--- src/design/pvf_pkg.sv ---
// Shared constants, item and divider types for the point visibility block.
package pvf_pkg;

	localparam int MAX_FACES = 16;
	localparam int FIDX_W = (MAX_FACES > 1) ? $clog2(MAX_FACES) : 1;
	localparam int CNT_W = $clog2(MAX_FACES + 1);
	localparam int CADDR_W = FIDX_W + 2;

	localparam int QDEPTH = 4;
	localparam int QPTR_W = 2;
	localparam int QCNT_W = 3;

	localparam int DEN_W = 50;
	localparam int REM_W = DEN_W + 1;

	localparam int PADDR_W = 3;
	localparam logic REG_FACE_COUNT = 1'b0;

	// 100 * L1 < 65536 holds exactly for L1 below this bound.
	localparam logic [34:0] NEAR_L1_LIMIT = 35'd656;
	localparam logic [64:0] DEPTH_MARGIN = 65'd42949673;

	localparam logic [1:0] KIND_CORNER = 2'd0;
	localparam logic [1:0] KIND_PLANE = 2'd1;
	localparam logic [1:0] KIND_TEST = 2'd2;

	typedef enum logic [1:0] {
		OP_CORNER = 2'd0,
		OP_PLANE = 2'd1,
		OP_TEST = 2'd2
	} op_t;

	typedef struct packed {
		op_t op;
		logic [4:0] slot;
		logic [4:0] other;
		logic [1:0] corner;
		logic signed [12:0] cx;
		logic signed [12:0] cy;
		logic signed [20:0] ix;
		logic signed [20:0] iy;
		logic signed [31:0] vx;
		logic signed [31:0] vy;
		logic signed [31:0] vz;
		logic signed [31:0] vw;
		logic off;
	} item_t;

	typedef struct packed {
		logic start;
		logic [2:0][63:0] num;
		logic [DEN_W-1:0] den;
	} div_req_t;

	typedef struct packed {
		logic done;
		logic [2:0][31:0] cut;
	} div_rsp_t;

endpackage

--- src/design/pvf_queue.sv ---
// Short word queue between the front end and the face walker.
module pvf_queue (
	input  logic clk,
	input  logic arst_n,
	input  logic push,
	input  pvf_pkg::item_t item_in,
	input  logic pop,
	output pvf_pkg::item_t head,
	output logic full,
	output logic empty
);
	import pvf_pkg::*;

	item_t slots_q [QDEPTH];
	logic [QPTR_W-1:0] wr_q;
	logic [QPTR_W-1:0] rd_q;
	logic [QCNT_W-1:0] count_q;

	assign full = count_q == QCNT_W'(QDEPTH);
	assign empty = count_q == '0;
	assign head = slots_q[rd_q];

	always_ff @(posedge clk) begin
		if (push) begin
			slots_q[wr_q] <= item_in;
		end
	end

	always_ff @(posedge clk or negedge arst_n) begin
		if (!arst_n) begin
			wr_q <= '0;
			rd_q <= '0;
			count_q <= '0;
		end else begin
			if (push) begin
				wr_q <= wr_q + 1'b1;
			end
			if (pop) begin
				rd_q <= rd_q + 1'b1;
			end
			if (push && !pop) begin
				count_q <= count_q + 1'b1;
			end else if (pop && !push) begin
				count_q <= count_q - 1'b1;
			end
		end
	end

	a_no_overflow: assert property (@(posedge clk) disable iff (!arst_n)
		full |-> !push)
		else $error("word pushed into a full queue");

endmodule

--- config.mk ---
export PLATFORM = sky130hd
export DESIGN_NAME = pvf_queue
export DESIGN_NICKNAME = d
export VERILOG_FILES = /design/src/design/pvf_pkg.sv /design/src/design/pvf_queue.sv
export SDC_FILE = /design/constraint.sdc
export NUM_CORES = 1
export LEC_CHECK = 0
export ABC_AREA = 0
export ABC_CLOCK_PERIOD_IN_PS = 8870
export BUFFER_PORTS_ARGS = -buffer_cell sky130_fd_sc_hd__buf_2
export CAP_MARGIN = 20
export CORE_UTILIZATION = 50
export CTS_BUF_LIST = sky130_fd_sc_hd__clkbuf_4 sky130_fd_sc_hd__clkbuf_8
export CTS_CLUSTER_DIAMETER = 30
export DETAILED_ROUTE_END_ITERATION = 7
export HOLD_SLACK_MARGIN = 0.05
export PLACE_DENSITY = 0.68
export SLEW_MARGIN = 0
export SYNTH_ARGS = -nofsm -noshare
export SYNTH_HDL_FRONTEND = slang
export SYNTH_SLANG_ARGS = --single-unit
--- constraint.sdc ---
create_clock -name clk -period 8.87 [get_ports clk]
set_clock_uncertainty 0.15 [all_clocks]
set_input_delay 1.3305 -clock clk [delete_from_list [all_inputs] [get_ports clk]]
set_output_delay 1.3305 -clock clk [all_outputs]
set_load 0.01 [all_outputs]
# --- Word-level counts from Yosys, hierarchy flattened ---
# Memory sizes are Yosys's and may differ from the RTL's.
# Cells that the tools add are included.
op_classes:
  add_sub_neg: 4
  eq_ne: 1
  mux: 4
  n_reduce_logical: 6
op_table:
  columns: ["op", "count"]
  rows:
  - ["$mux W3", 2]
  - ["$add A2 B1 Y2 const B", 2]
  - ["$add A3 B1 Y3 const B", 1]
  - ["$eq A3 B3 Y1 const B", 1]
  - ["$logic_not A3 Y1", 1]
  - ["$sub A3 B1 Y3 const B", 1]
  - ["$logic_and A1 B1 Y1", 2]
  - ["$logic_not A1 Y1", 2]
  - ["$mux W1", 2]
  - ["$reduce_bool A2 Y1", 1]
word_totals:
  ff_bits: 7
  ramBits: 844
  input_bits: 215
  output_inout_bits: 213
  word_cells: 19
  n_memories: 1
mem_list:
  columns: ["name", "depth", "word_bits", "read_ports", "rd_ports_with_merged_regs", "write_ports", "line_no", "source"]
  rows:
  - ["slots_q", 4, 211, 1, 0, 1, "pvf_queue.sv:14", "item_t slots_q [QDEPTH];"]

# --- Longest topological paths before layout ---
depth:
  depth_word: 4
  mapped_depth: 7
  ltp_nobuf: 7

# --- Worst setup path after synthesis ---
# OpenSTA, ideal clock, no wires.
synth_timing:
  path_kind: "input-to-reg"
  start: "in push"
  end: "mem slots_q[1][0] in the netlist's numbering, enable pin"
  setup_time_ns: 0.597
  arrival_time_ns: 6.113
  required_ns: 8.123
  path_slack_ns: 2.010
  cell_stages: 1
  path_buffers: 0
  cell_sequence: "and2_1"
synth_between:
  elab_chain_cells: 2
synth_rtl:
  columns: ["item", "line_no", "source"]
  rows:
  - ["start, declared", "pvf_queue.sv:5", "input logic push,"]
  - ["$mux W1", "pvf_queue.sv:24", "if (push) begin"]
  - ["$mux W1 (not written as such)", "pvf_queue.sv:25", "slots_q[wr_q] <= item_in;"]
  - ["end, declared", "pvf_queue.sv:14", null]
# Every way passes these cells.

==> results.md <==
* Status: finished clean
* Fin Hold WS at 0.230 ns
* Fin nets at 1902
* Pin count of the biggest net entering global routing at 115
* Die area at 62700 um2
* # setup viols final at 0
* Core area at 60700 um2
* Post-route ant nets at 0
* Post-DP HPWL at 35000 um
* Syn Nets at 1358
* FMAX at 0.207 GHz
* GRT Util Overall at 19.2%
* Slew @ Worst Pin at 1.00 ns
* Synthesis-to-layout area growth at 20.3%
* Flop pwr share at 43.3%
* Worst VDD drop at 409 uV
* Total power at 12.7 mW
* PD cells at 343 nW/um2
* Slowest stage delay, CP at 0.86 ns
* Die X at 250 um
* Distinct cells, synth at 18
* Initial Util at 50.8%
* RR Startpoint: wr_q[0]
* Warnings, synthesis at 0
* Synth Instances at 1137
* Sw Pwr at 3.67 mW
* Share of cells above drive strength 1 at 49.8%
* Critical Path End Type: primary output
* RSZ-0062 raised after global routing: no
* Rows at 90
* Netlist Area Pre-Place at 30800 um2
* Worst-case reg-to-reg path depth at 4
* Clock share of power at 30.5%
* Gpl congestion at 0.758
* Lkg Pwr at 12.7 nW
* Post-CTS setup buffer count at 0
* CP Data Arrival Time at 3.36 ns
* Top post-synthesis cells by area: edfxtp_1 (82%), mux4_2 (15%), buf_6 (0.73%), dfrtp_1 (0.57%), buf_2 (0.39%)
* First-pass GRT wire length at 88800 um
* I/O pins at 428
* Port Buf Inserts at 427
* Number of global-route vias before repair at 14972
* CTS Sinks at 851
* Dpl cell area at 33800 um2
* Comb pwr share at 26.3%
* Worst Setup Start Kind: register
* Wire length per cell at 22.9 um
* Root buf cell: clkbuf_8
* CP required at 7.39 ns
* Clock transition at the registers of the reported paths at 0.06 ns
* CTS tree: done
* WP buf/inv at 2
* H-tree Lvls at 4
* Num CTS Buffers at 150
* Worst path cell trace: buf_4, mux4_2, buf_2
* Final TNS setup at 0 ns
* Cell taking the most area after synthesis: edfxtp_1
* CP max-delay cell: dfrtp_4
* Die Ht at 250 um
* Crit path kind: register to primary output
* Final hold vios at 0
* Family with the most delay on the worst path: buffers and inverters
* Worst-path fanout max at 48
* Fin crit share at 54.6%
* Register-to-register setup slack at 6.01 ns
* R2r endpoint: slots_q[2][104]
* Seq/Total Area, Yosys at 82.7%
* Relative slew margins at 33.1%
* Resized cells post-CTS at 0
* Cts hold-fix bufs at 0
* DR DRC count at 0
* Type of the worst min-delay path: input pin to async pin
* Clock period minus worst slack at 4.84 ns
* Yosys top cell area share at 82.2%
* Final Cell Area at 37100 um2
* Post-detailed-routing wire length at 59400 um
* Non-filler instance count after layout at 2591
* Initial antenna violation count at 19
* Remaining Overflow, GRT at 0
* Switching share of power at 28.8%
* Max Slew Vio Count at 0
* Clock Tree Buf Depth at 3
* DR pass1 iterations at 5
* Total number of vias at 14005
* Dpl cells at 2311
* Via density at 5.41
* Syn Area/Cell at 27.1 um2
* Worst skew pair latency at 0.76 ns
* Yosys reg bits at 851
* Max-cap check violation count at 0
* DR iter-0 viols at 730
* P_int at 9.07 mW
-- state kept, by name, summed over array words and instances (netlist names) --
register and cells:
slots_q 844, count_q 3, rd_q 2, wr_q 2
-- synth_stat cells --
cell / n
nor3b_1: 1
dfrtp_1: 7
and2_1: 4
ha_1: 5
mux2_2: 1
buf_2: 24
mux4_2: 211
xnor2_1: 2
nand2_1: 2
fa_1: 1
edfxtp_1: 844
clkbuf_1: 4
buf_6: 20
nor2_1: 1
nor3_1: 1
o21ai_0: 1
xor2_1: 4
inv_1: 4
-- how the worst max path moves through the flow --
stage	cells after the start	to	slack, ns	startpoint
floorplan	1	slots_q[1][0]	2.01	push
global placement	3	head[117]	4.71	rd_q[0]
detailed placement	3	head[117]	4.73	rd_q[0]
CTS	3	head[117]	3.82	rd_q[0]
global route	3	head[71]	3.69	rd_q[0]
finish	3	head[71]	4.03	rd_q[0]
-- per-stage QoR --
| stage | utilization, % | setup slack, ns |
|---|---|---|
| final | 61.1 | 4.03 |
| after global routing | 61.1 | 3.69 |
| after CTS | 61.1 | 3.82 |
| after detailed placement | 55.7 | 4.73 |
| after global placement | 55.7 | 4.71 |
| after floorplan | - | 2.01 |
-- kinds of logic (layout without fill, tap and decap cells) --
family                     after synthesis  after routing  share of synthesized area [%]
AOI/OAI and AO/OA                        1              1                         0.0162
muxes                                  212            212                           15.4
xor gates and xnor gates                 6              6                          0.170
adders and majority gates                6              6                          0.268
DFF                                    851            851                           82.7
and+or+nand+nor                          9              9                          0.158
other                                    0              7                              0
buffers and inverters                   52            717                           1.22
-- cells in the final DEF (no fill, tap or decap), drive strengths merged --
cell | netlist | final
mux4 | 211 | 211
o21ai | 1 | 1
inv | 4 | 10
nor2 | 1 | 1
clkbuf | 4 | 183
clkinv | 0 | 55
xnor2 | 2 | 2
fa | 1 | 1
nor3b | 1 | 1
edfxtp | 844 | 844
buf | 44 | 440
diode | 0 | 7
nand2 | 2 | 2
dfrtp | 7 | 7
ha | 5 | 5
clkinvlp | 0 | 11
xor2 | 4 | 4
bufinv | 0 | 18
and2 | 4 | 4
mux2 | 1 | 1
nor3 | 1 | 1
-- power groups by stage --
| stage | clock network, mW | logic [mW] | registers [mW] |
|---|---|---|---|
| 6_report | 3.88 | 3.35 | 5.51 |
| 5_1_grt | 4.14 | 3.59 | 5.58 |
| 4_1_cts | 3.98 | 3.44 | 5.53 |
| 3_5_place_dp | 0 | 3.43 | 5.60 |
| 3_3_place_gp | 0 | 3.44 | 5.56 |
| 2_1_floorplan | 0 | 2.30 | 5.61 |
-- metal layers --
metal	vias to the layer above	track usage, %	wire length, um
li1	6104	-	-
met1	7288	23.8	23500
met2	442	30.5	29600
met3	141	7.27	4640
met4	30	7.75	1430
met5	-	0	189
-- final cells by class --
type / instances / area [um2]
flip-flops and latches: 851 / 25500
fillers: 4201 / 23600
multi-input cells: 234 / 4960
clock buffers: 183 / 2340
repair buffers: 440 / 2310
well taps: 782 / 978
clock inverters: 90 / 958
diodes: 7 / 17.5
inverters: 4 / 15.0
(Power assumes the default switching activity.)
