[src/design/pvf_pkg.sv]
// Shared constants, item and divider types for the point visibility block.
package pvf_pkg;

	localparam int MAX_FACES = 16;
	localparam int FIDX_W = (MAX_FACES > 1) ? $clog2(MAX_FACES) : 1;
	localparam int CNT_W = $clog2(MAX_FACES + 1);
	localparam int CADDR_W = FIDX_W + 2;

	localparam int QDEPTH = 4;
	localparam int QPTR_W = 2;
	localparam int QCNT_W = 3;

	localparam int DEN_W = 50;
	localparam int REM_W = DEN_W + 1;

	localparam int PADDR_W = 3;
	localparam logic REG_FACE_COUNT = 1'b0;

	// 100 * L1 < 65536 holds exactly for L1 below this bound.
	localparam logic [34:0] NEAR_L1_LIMIT = 35'd656;
	localparam logic [64:0] DEPTH_MARGIN = 65'd42949673;

	localparam logic [1:0] KIND_CORNER = 2'd0;
	localparam logic [1:0] KIND_PLANE = 2'd1;
	localparam logic [1:0] KIND_TEST = 2'd2;

	typedef enum logic [1:0] {
		OP_CORNER = 2'd0,
		OP_PLANE = 2'd1,
		OP_TEST = 2'd2
	} op_t;

	typedef struct packed {
		op_t op;
		logic [4:0] slot;
		logic [4:0] other;
		logic [1:0] corner;
		logic signed [12:0] cx;
		logic signed [12:0] cy;
		logic signed [20:0] ix;
		logic signed [20:0] iy;
		logic signed [31:0] vx;
		logic signed [31:0] vy;
		logic signed [31:0] vz;
		logic signed [31:0] vw;
		logic off;
	} item_t;

	typedef struct packed {
		logic start;
		logic [2:0][63:0] num;
		logic [DEN_W-1:0] den;
	} div_req_t;

	typedef struct packed {
		logic done;
		logic [2:0][31:0] cut;
	} div_rsp_t;

endpackage

[src/design/pvf_front.sv]
// Front end: accepts items, rounds corners, flags off-image tests, drops ignored items.
module pvf_front (
	input  logic start,
	input  logic busy,
	input  logic [1:0] kind,
	input  logic [4:0] face_slot,
	input  logic [4:0] other_face,
	input  logic [1:0] corner,
	input  logic signed [20:0] img_x,
	input  logic signed [20:0] img_y,
	input  logic signed [31:0] vec_x,
	input  logic signed [31:0] vec_y,
	input  logic signed [31:0] vec_z,
	input  logic signed [31:0] vec_w,
	output logic push,
	output pvf_pkg::item_t item
);
	import pvf_pkg::*;

	logic accept;
	logic slot_ok;

	// Round half up to whole pixels, truncating toward zero, clamped to 13 bits.
	function automatic logic signed [12:0] round_corner(input logic signed [20:0] v);
		logic signed [21:0] s;
		logic signed [21:0] q;
		s = 22'(v) + 22'sd128;
		q = (s < 22'sd0) ? ((s + 22'sd255) >>> 8) : (s >>> 8);
		if (q > 22'sd4095) begin
			return 13'sd4095;
		end
		return 13'(q);
	endfunction

	assign accept = start && !busy;
	assign slot_ok = 32'(face_slot) < MAX_FACES;

	always_comb begin
		push = 1'b0;
		item.op = OP_TEST;
		unique case (kind)
			KIND_CORNER: begin
				item.op = OP_CORNER;
				push = accept && slot_ok;
			end
			KIND_PLANE: begin
				item.op = OP_PLANE;
				push = accept && slot_ok;
			end
			KIND_TEST: begin
				item.op = OP_TEST;
				push = accept;
			end
			default: push = 1'b0;
		endcase
		item.slot = face_slot;
		item.other = other_face;
		item.corner = corner;
		item.cx = round_corner(img_x);
		item.cy = round_corner(img_y);
		item.ix = img_x;
		item.iy = img_y;
		item.vx = vec_x;
		item.vy = vec_y;
		item.vz = vec_z;
		item.vw = vec_w;
		item.off = (img_x < 21'sd256) || (img_y < 21'sd256);
	end

endmodule

[config.mk]
export PLATFORM = sky130hd
export DESIGN_NAME = pvf_front
export DESIGN_NICKNAME = d
export VERILOG_FILES = /design/src/design/pvf_pkg.sv /design/src/design/pvf_front.sv
export SDC_FILE = /design/constraint.sdc
export NUM_CORES = 1
export LEC_CHECK = 0
export ABC_AREA = 1
export BUFFER_PORTS_ARGS = -buffer_cell sky130_fd_sc_hd__buf_2
export CORE_AREA = 2 2 155 157
export DETAILED_ROUTE_END_ITERATION = 16
export DIE_AREA = 0 0 157 159
export PLACE_DENSITY = 0.42
export SLEW_MARGIN = 20
export SYNTH_ARGS = -nofsm -noshare
export SYNTH_HDL_FRONTEND = slang
export SYNTH_SLANG_ARGS = --single-unit
[constraint.sdc]
create_clock -name vclk -period 5.7
set_clock_uncertainty 0.05 [all_clocks]
set_input_delay 0.57 -clock vclk [all_inputs]
set_output_delay 0.57 -clock vclk [all_outputs]
set_load 0.01 [all_outputs]
Word level (Yosys, flattened, before mapping)
Index checks and enable logic that the tools add are counted.

word-level totals
  register bits = 0
  bits of input ports = 186
  output and inout port bits = 212
  word-level logic and storage cells = 29

cells by class
  add/subtract/negate cells = 4
  $lt $le $gt $ge = 7
  equality and inequality tests = 2
  mux-type cells = 10
  reduce and logical (&&, ||, !) cells = 6

operators by type and width
  cell                                                                            count
  13-bit 2-to-1 mux                                                               4
  21-bit by 9-bit adder with 22-bit output, second input constant                 2
  22-bit by 9-bit adder with 22-bit output, second input constant                 2
  22-bit by 13-bit > comparator with 1-bit output, second input constant          2
  22-bit by 1-bit less-than comparator with 1-bit output, second input constant   2
  22-bit 2-to-1 mux                                                               2
  21-bit by 10-bit less-than comparator with 1-bit output, second input constant  2
  5-bit less-than comparator, second input constant                               1
  2-bit one-hot mux with 2 select lines                                           1
  2-bit by 1-bit == test with 1-bit output, second input constant                 1
  2-bit == test, second input constant                                            1
  1-bit logical AND                                                               2
  2-bit zero test                                                                 1
  1-bit 2-to-1 mux                                                                2
  1-bit one-hot mux with 2 select lines                                           1
  2-bit OR reduction                                                              1
  1-bit zero test                                                                 1
  1-bit logical OR                                                                1

Depth between registers and ports, before layout
Gate-level depths: netlist of the first run.

  word-level depth = 6
  depth in mapped cells = 14

Worst setup path before layout of the first run
No wires, ideal clock.

  kind = in2out
  start = input port img_y[7]
  end = output port item[172] in the netlist's numbering
  arrival time = 2.011 ns
  slack = 3.069 ns
  stages = 14
  path buffers = 1
  cells stage by stage = ha_1 -> nand2_2 -> inv_1 -> nor2_1 -> inv_2 -> nor2_1 -> nand2_1 -> nor2_2 -> nand3_2 -> nor2_2 -> nor2_2 -> nand2_4 -> buf_8 -> nand2_2

RTL lines
  what             RTL line         text
  start, declared  pvf_front.sv:10  input logic signed [20:0] img_y,
  end, declared    pvf_front.sv:16  output pvf_pkg::item_t item

==> results of run 1 <==
-- path summary, 6_finish.rpt --
check	end	slack (ns)	cells after the start
max	item[185]	2.56	12
min	item[113]	1.09	0
-- where the power goes --
group / internal (mW) / switching (mW)
Clock: 0 / 0
Combinational: 0.0688 / 0.125
Sequential: 0 / 0
Total: 0.0688 / 0.125
-- cells in the final DEF, fill, tap and decap left out --
cell      instances
nor2_2            9
xnor2_1           4
xor2_1           11
nor2_4            6
inv_2             4
nand3_2           4
inv_1            60
nand3b_1          3
o21bai_1          4
a211oi_1          1
nand2_2          34
ha_1              6
nand4_1          12
nor4_1            6
nor2_1           59
o21ai_1           1
o21ai_0           3
nand2_1         138
nand3_1          34
nor3_1            2
buf_2           120
nand2_4           2
-- metrics by stage --
| stage | utilization, % | area (sq um) | hold WS (ns) |
|---|---|---|---|
| after floorplan | - | 3370 | 1.14 |
| final | 12.8 | 2960 | 1.09 |
| after detailed placement | 12.8 | 2960 | 1.09 |
| after global placement | 12.8 | 2960 | 1.09 |
| after global routing | 12.8 | 2960 | 1.09 |
| after CTS | 12.8 | 2960 | 1.09 |
-- critical path, cell delays in order --
cell	delay (ns)
buf_2	0.13
inv_1	0.09
ha_1	0.32
nor3_1	0.19
nand2_1	0.08
nor2_1	0.27
nand3_2	0.17
nor2_1	0.12
nor2_1	0.07
nand2_2	0.26
nand2_1	0.10
buf_2	0.16
-- cells by family after synthesis --
group / count (synthesis) / synth area share (%)
adders and majority gates: 6 / 2.23
buffers and inverters: 251 / 49.0
xor gates and xnor gates: 15 / 3.90
AOI/OAI and AO/OA: 9 / 1.71
and+or+nand+nor: 309 / 43.1
-- per-layer routing --
metal  vias up  share of wire, %  track usage (%)
met5         -              0.25                0
met4         4               4.2             3.09
met3        58                11             3.51
met2       144                48             14.4
met1      1198                36             8.22
li1       1482                 -                -
-- layout make-up --
cell class         count  area share (%)
repair buffers       120            20.3
multi-input cells    339            58.1
well taps            319            13.5
inverters             64            8.12
==> key figures, run 1 <==
Timing
  – Final Cycle Share: between 50% and 60%
  – TNS Setup: 0 ns
  – Rel. slew slack: approximately three quarters
  – Fin. max-slew vios: 0
  – Final Hold Viols: 0
  – Worst-Margin Slew: roughly 0.37 ns
  – Crit path time final: ~3.1 ns
  – RSZ-0062 raised after global routing: false
  – Final Setup Violations: 0
  – Setup ws final: 2.56 ns
  – Achievable Freq: around 320 MHz

Power
  – Pleak: 1.55 nW
  – Peak VDD IR: between 0.000015 and 0.00002 V
  – Total power: about 190 uW
  – Power per cell area: 65.5 nW/um^2

Setup path
  – Worst setup SP type: input port
  – Crit-path max FO: 12
  – Required time of the critical path: ~5.1 ns
  – Crit path kind: input port to primary output
  – Crit path DAT: 2.52 ns
  – Crit path capture type: primary output
  – Crit path launch: img_x[7]

Die
  – Row Count: 56
  – Die Y: roughly 160 microns
  – Initial Utilization: between 10 and 15%
  – Overall die width: approximately 160 microns
  – CORE AREA: ~23,000 sq um
  – Top Ports: about 400
  – Die area: 25,000 sq um

Clocking
  – Post-CTS setup buffer count: 0
  – CTS hold repair buffers: 0
  – CTS resizes: 0

Yosys
  – Sequential share of the synthesized area: 0%
  – Top cells by area, synth: buf_4 41%, nand2_1 15%, inv_1 6.7%
  – Commonest cells post-synth: 182 x buf_4, 138 x nand2_1, 60 x inv_1, 59 x nor2_1
  – Ys Warns: 0
  – Synth Net Count: around 800
  – Synth cell types: 26
  – Syn Inst Count: a little under 600
  – Cell area after synthesis: approximately 3400 sq um
  – Count leader, synth: buf_4
  – Syn Area/Cell: approximately 5.7 sq um
  – Synth top area share: between 40 and 50%
  – Leading area contributor after synthesis: buf_4

Run
  – Max Cap Viol: 0

Global routing
  – Largest net degree at the start of global routing: 13
  – Number of global-route vias before repair: 2,726
  – GRT overflow: 0
  – Initial antenna violation count: 2
  – Tot GR Track Use: under 10%
  – First-pass GRT wire length: roughly 16 mm

Min path
  – Hold crit path type: input port to primary output
  – Min-delay src: vec_x[16]

Layout
  – Fin nets: between 700 and 800
  – Register area: 0 sq um
  – Multi-input logic area: approximately 1700 sq um
  – Fillers: about 2,700
  – Area growth, synth to finish: -12.2%
  – Clock buf count: 0
  – Layout Cells excl Fill: ~840
  – Seq cells: 0
  – Share of cells above drive strength 1: approximately 34%
  – ANT cells: 0

Routing
  – Detail Route Antenna Nets: 0
  – Initial DRT Pass Iterations: 4
  – Avg WL per Cell: roughly 13 microns
  – DRC violations left: 0
  – DRT iter0 DRCs: 99
  – Vias: just under 3,000
  – Via density: 3.43
  – Drt total wl: ~11 mm

Placed design
  – Gpl congestion: ~0.74
  – Post-DP HPWL: ~9.6 mm
  – Post-place setup slack: around 2.5 ns
  – Buffers added on ports: 120
  – Placed cells: about 840

Run status
  – Outcome: completed
Power figures use the tool's default switching activity.
==> inputs of run 2 (changes only) <==
CORE_AREA = 2 2 156 158   (was 2 2 155 157)
DIE_AREA = 0 0 158 160   (was 0 0 157 159)
PLACE_DENSITY = 0.41   (was 0.42)
clock period = 2.9 ns   (was 5.7 ns; I/O delays follow)
==> key figures, run 2 (synthesis gave the netlist of run 1 again) <==
Routing
  – DRC violations left: 0 (unchanged)
  – Vias: 2,900 (+0.49%)
  – Drt total wl: 10.4 mm (-3.8%)
  – Initial DRT Pass Iterations: 4 (unchanged)
  – Detail Route Antenna Nets: 0 (unchanged)
  – DRT iter0 DRCs: 83 (-16%)
  – Avg WL per Cell: 12.3 microns (-4.5%)
  – Via density: 3.42 (-0.23%)

Layout
  – Layout Cells excl Fill: 848 (+0.71%)
  – Most common cell after layout, fill and taps aside: nand2_1
  – Util after Layout: 12.5% (-0.30 points)
  – Area growth, synth to finish: -12.0%
  – Share of cells above drive strength 1: 34.2% (unchanged)
  – Clock buf count: 0 (unchanged)
  – Design Area, Final: 2970 sq um (+0.30%)
  – Seq cells: 0 (unchanged)
  – Fin nets: 717 (unchanged)
  – Commonest non-fill, non-tap cells in the layout: 138 x nand2_1, 120 x buf_2, 60 x inv_1, 59 x nor2_1
  – Register area: 0 sq um (unchanged)

Min path
  – Hold crit path type: input port to primary output
  – Min-delay src: vec_x[6]
  – Hold EP: item[103]
  – WHS Path Cells: 0 (unchanged)

Setup path
  – Crit path capture type: primary output
  – Crit path DAT: 2.31 ns (-0.21 ns)
  – Crit-path max FO: 12 (unchanged)
  – Required time of the critical path: 2.56 ns (-2.52 ns)
  – Crit path kind: input port to primary output
  – Worst setup SP type: input port

Global routing
  – Number of global-route vias before repair: 2,684 (-1.5%)
  – Initial antenna violation count: 2 (unchanged)
  – GRT overflow: 0 (unchanged)
  – Tot GR Track Use: 7.66% (-0.40 points)
  – Largest net degree at the start of global routing: 13 (unchanged)
  – First-pass GRT wire length: 15.2 mm (-3.5%)

Timing
  – Fin. max-slew vios: 0 (unchanged)
  – Final Cycle Share: between 90 and 100%
  – RSZ-0062 raised after global routing: false
  – Achievable Freq: 377 MHz
  – Final Hold Viols: 0 (unchanged)
  – Rel. slew slack: 75.3% (-0.10 points)
  – Worst-Margin Slew: 0.367 ns (+0.00152 ns)
  – Final Setup Violations: 0 (unchanged)
  – TNS Setup: 0 ns (unchanged)
  – Setup ws final: 0.249 ns (-2.31 ns)
  – Crit path time final: between 2 and 3 ns

Die
  – Row Count: 57 (+1.8%)
  – Initial Utilization: 14.2% (-0.38 points)
  – Die Y: 160 microns (+0.63%)
  – Top Ports: 398 (unchanged)
  – Overall die width: 158 microns (+0.64%)
  – CORE AREA: 23,800 sq um (+2.7%)
  – Die area: 25,300 sq um (+1.3%)

Clocking
  – CTS hold repair buffers: 0 (unchanged)
  – Post-CTS setup buffer count: 0 (unchanged)
  – CTS resizes: 0 (unchanged)

Power
  – Pleak: 1.55 nW (unchanged)
  – Power per cell area: 129 nW/um^2 (+97%)
  – Peak VDD IR: 0.0000333 V (+88%)

Placed design
  – Post-DP HPWL: 9.22 mm (-4.4%)
  – Buffers added on ports: 120 (unchanged)
  – Post-place setup slack: 0.234 ns (-2.29 ns)
  – Placed cells: 847 (+0.59%)
  – Gpl congestion: 0.764 (+2.6%)
  – Placed Area: 2960 sq um (+0.21%)

Run
  – Max Cap Viol: 0 (unchanged)

Run status
  – Outcome: completed
run 2: critical path: stages:
cell and delay [ns]:
buf_2 0.14, inv_1 0.09, ha_1 0.33, nor3_1 0.20, nand2_1 0.07, nor2_1 0.29, nand3_2 0.18, nor2_1 0.11
nor2_1 0.06, nand2_2 0.29, nand2_1 0.09, buf_2 0.15
run 2: layout make-up:
| cell class | instances | area (sq um) |
|---|---|---|
| Timing Repair Buffer | 120 | 601 |
| Multi-Input combinational cell | 339 | 1720 |
| Antenna cell | 1 | 2.50 |
| Tap cell | 324 | 405 |
| Inverter | 64 | 240 |
| Fill cell | 2872 | 20900 |
run 2: layer usage:
| metal | track usage [%] | wire, microns | vias up |
|---|---|---|---|
| met3 | 2.31 | 970 | 66 |
| met2 | 12.6 | 4690 | 125 |
| li1 | - | - | 1490 |
| met1 | 9.28 | 4350 | 1217 |
| met4 | 3.03 | 433 | 2 |
| met5 | 0 | 7 | - |
run 2: power breakdown:
part,internal [mW],total [mW],switching (mW)
sequential,0,0,0
combinational,0.135,0.384,0.248
clock,0.0000000461,0.0000000461,0
run 2: how the worst max path moves through the flow:
stage	from	end	slack, ns	cells past startpoint
final	img_x[7]	item[185]	0.25	12
after global routing	img_x[7]	item[185]	0.06	12
after CTS	img_x[7]	item[185]	0.23	12
after detailed placement	img_x[7]	item[185]	0.23	12
after global placement	img_x[7]	item[184]	0.29	12
after floorplan	img_y[7]	item[172]	0.83	14
run 2: stage by stage:
| step | power [mW] | hold slack, ns |
|---|---|---|
| 6_report | 0.384 | 0.530 |
| 5_1_grt | 0.433 | 0.530 |
| 4_1_cts | 0.393 | 0.530 |
| 3_5_place_dp | 0.392 | 0.530 |
| 3_3_place_gp | 0.392 | 0.530 |
| 2_1_floorplan | 0.460 | 0.578 |
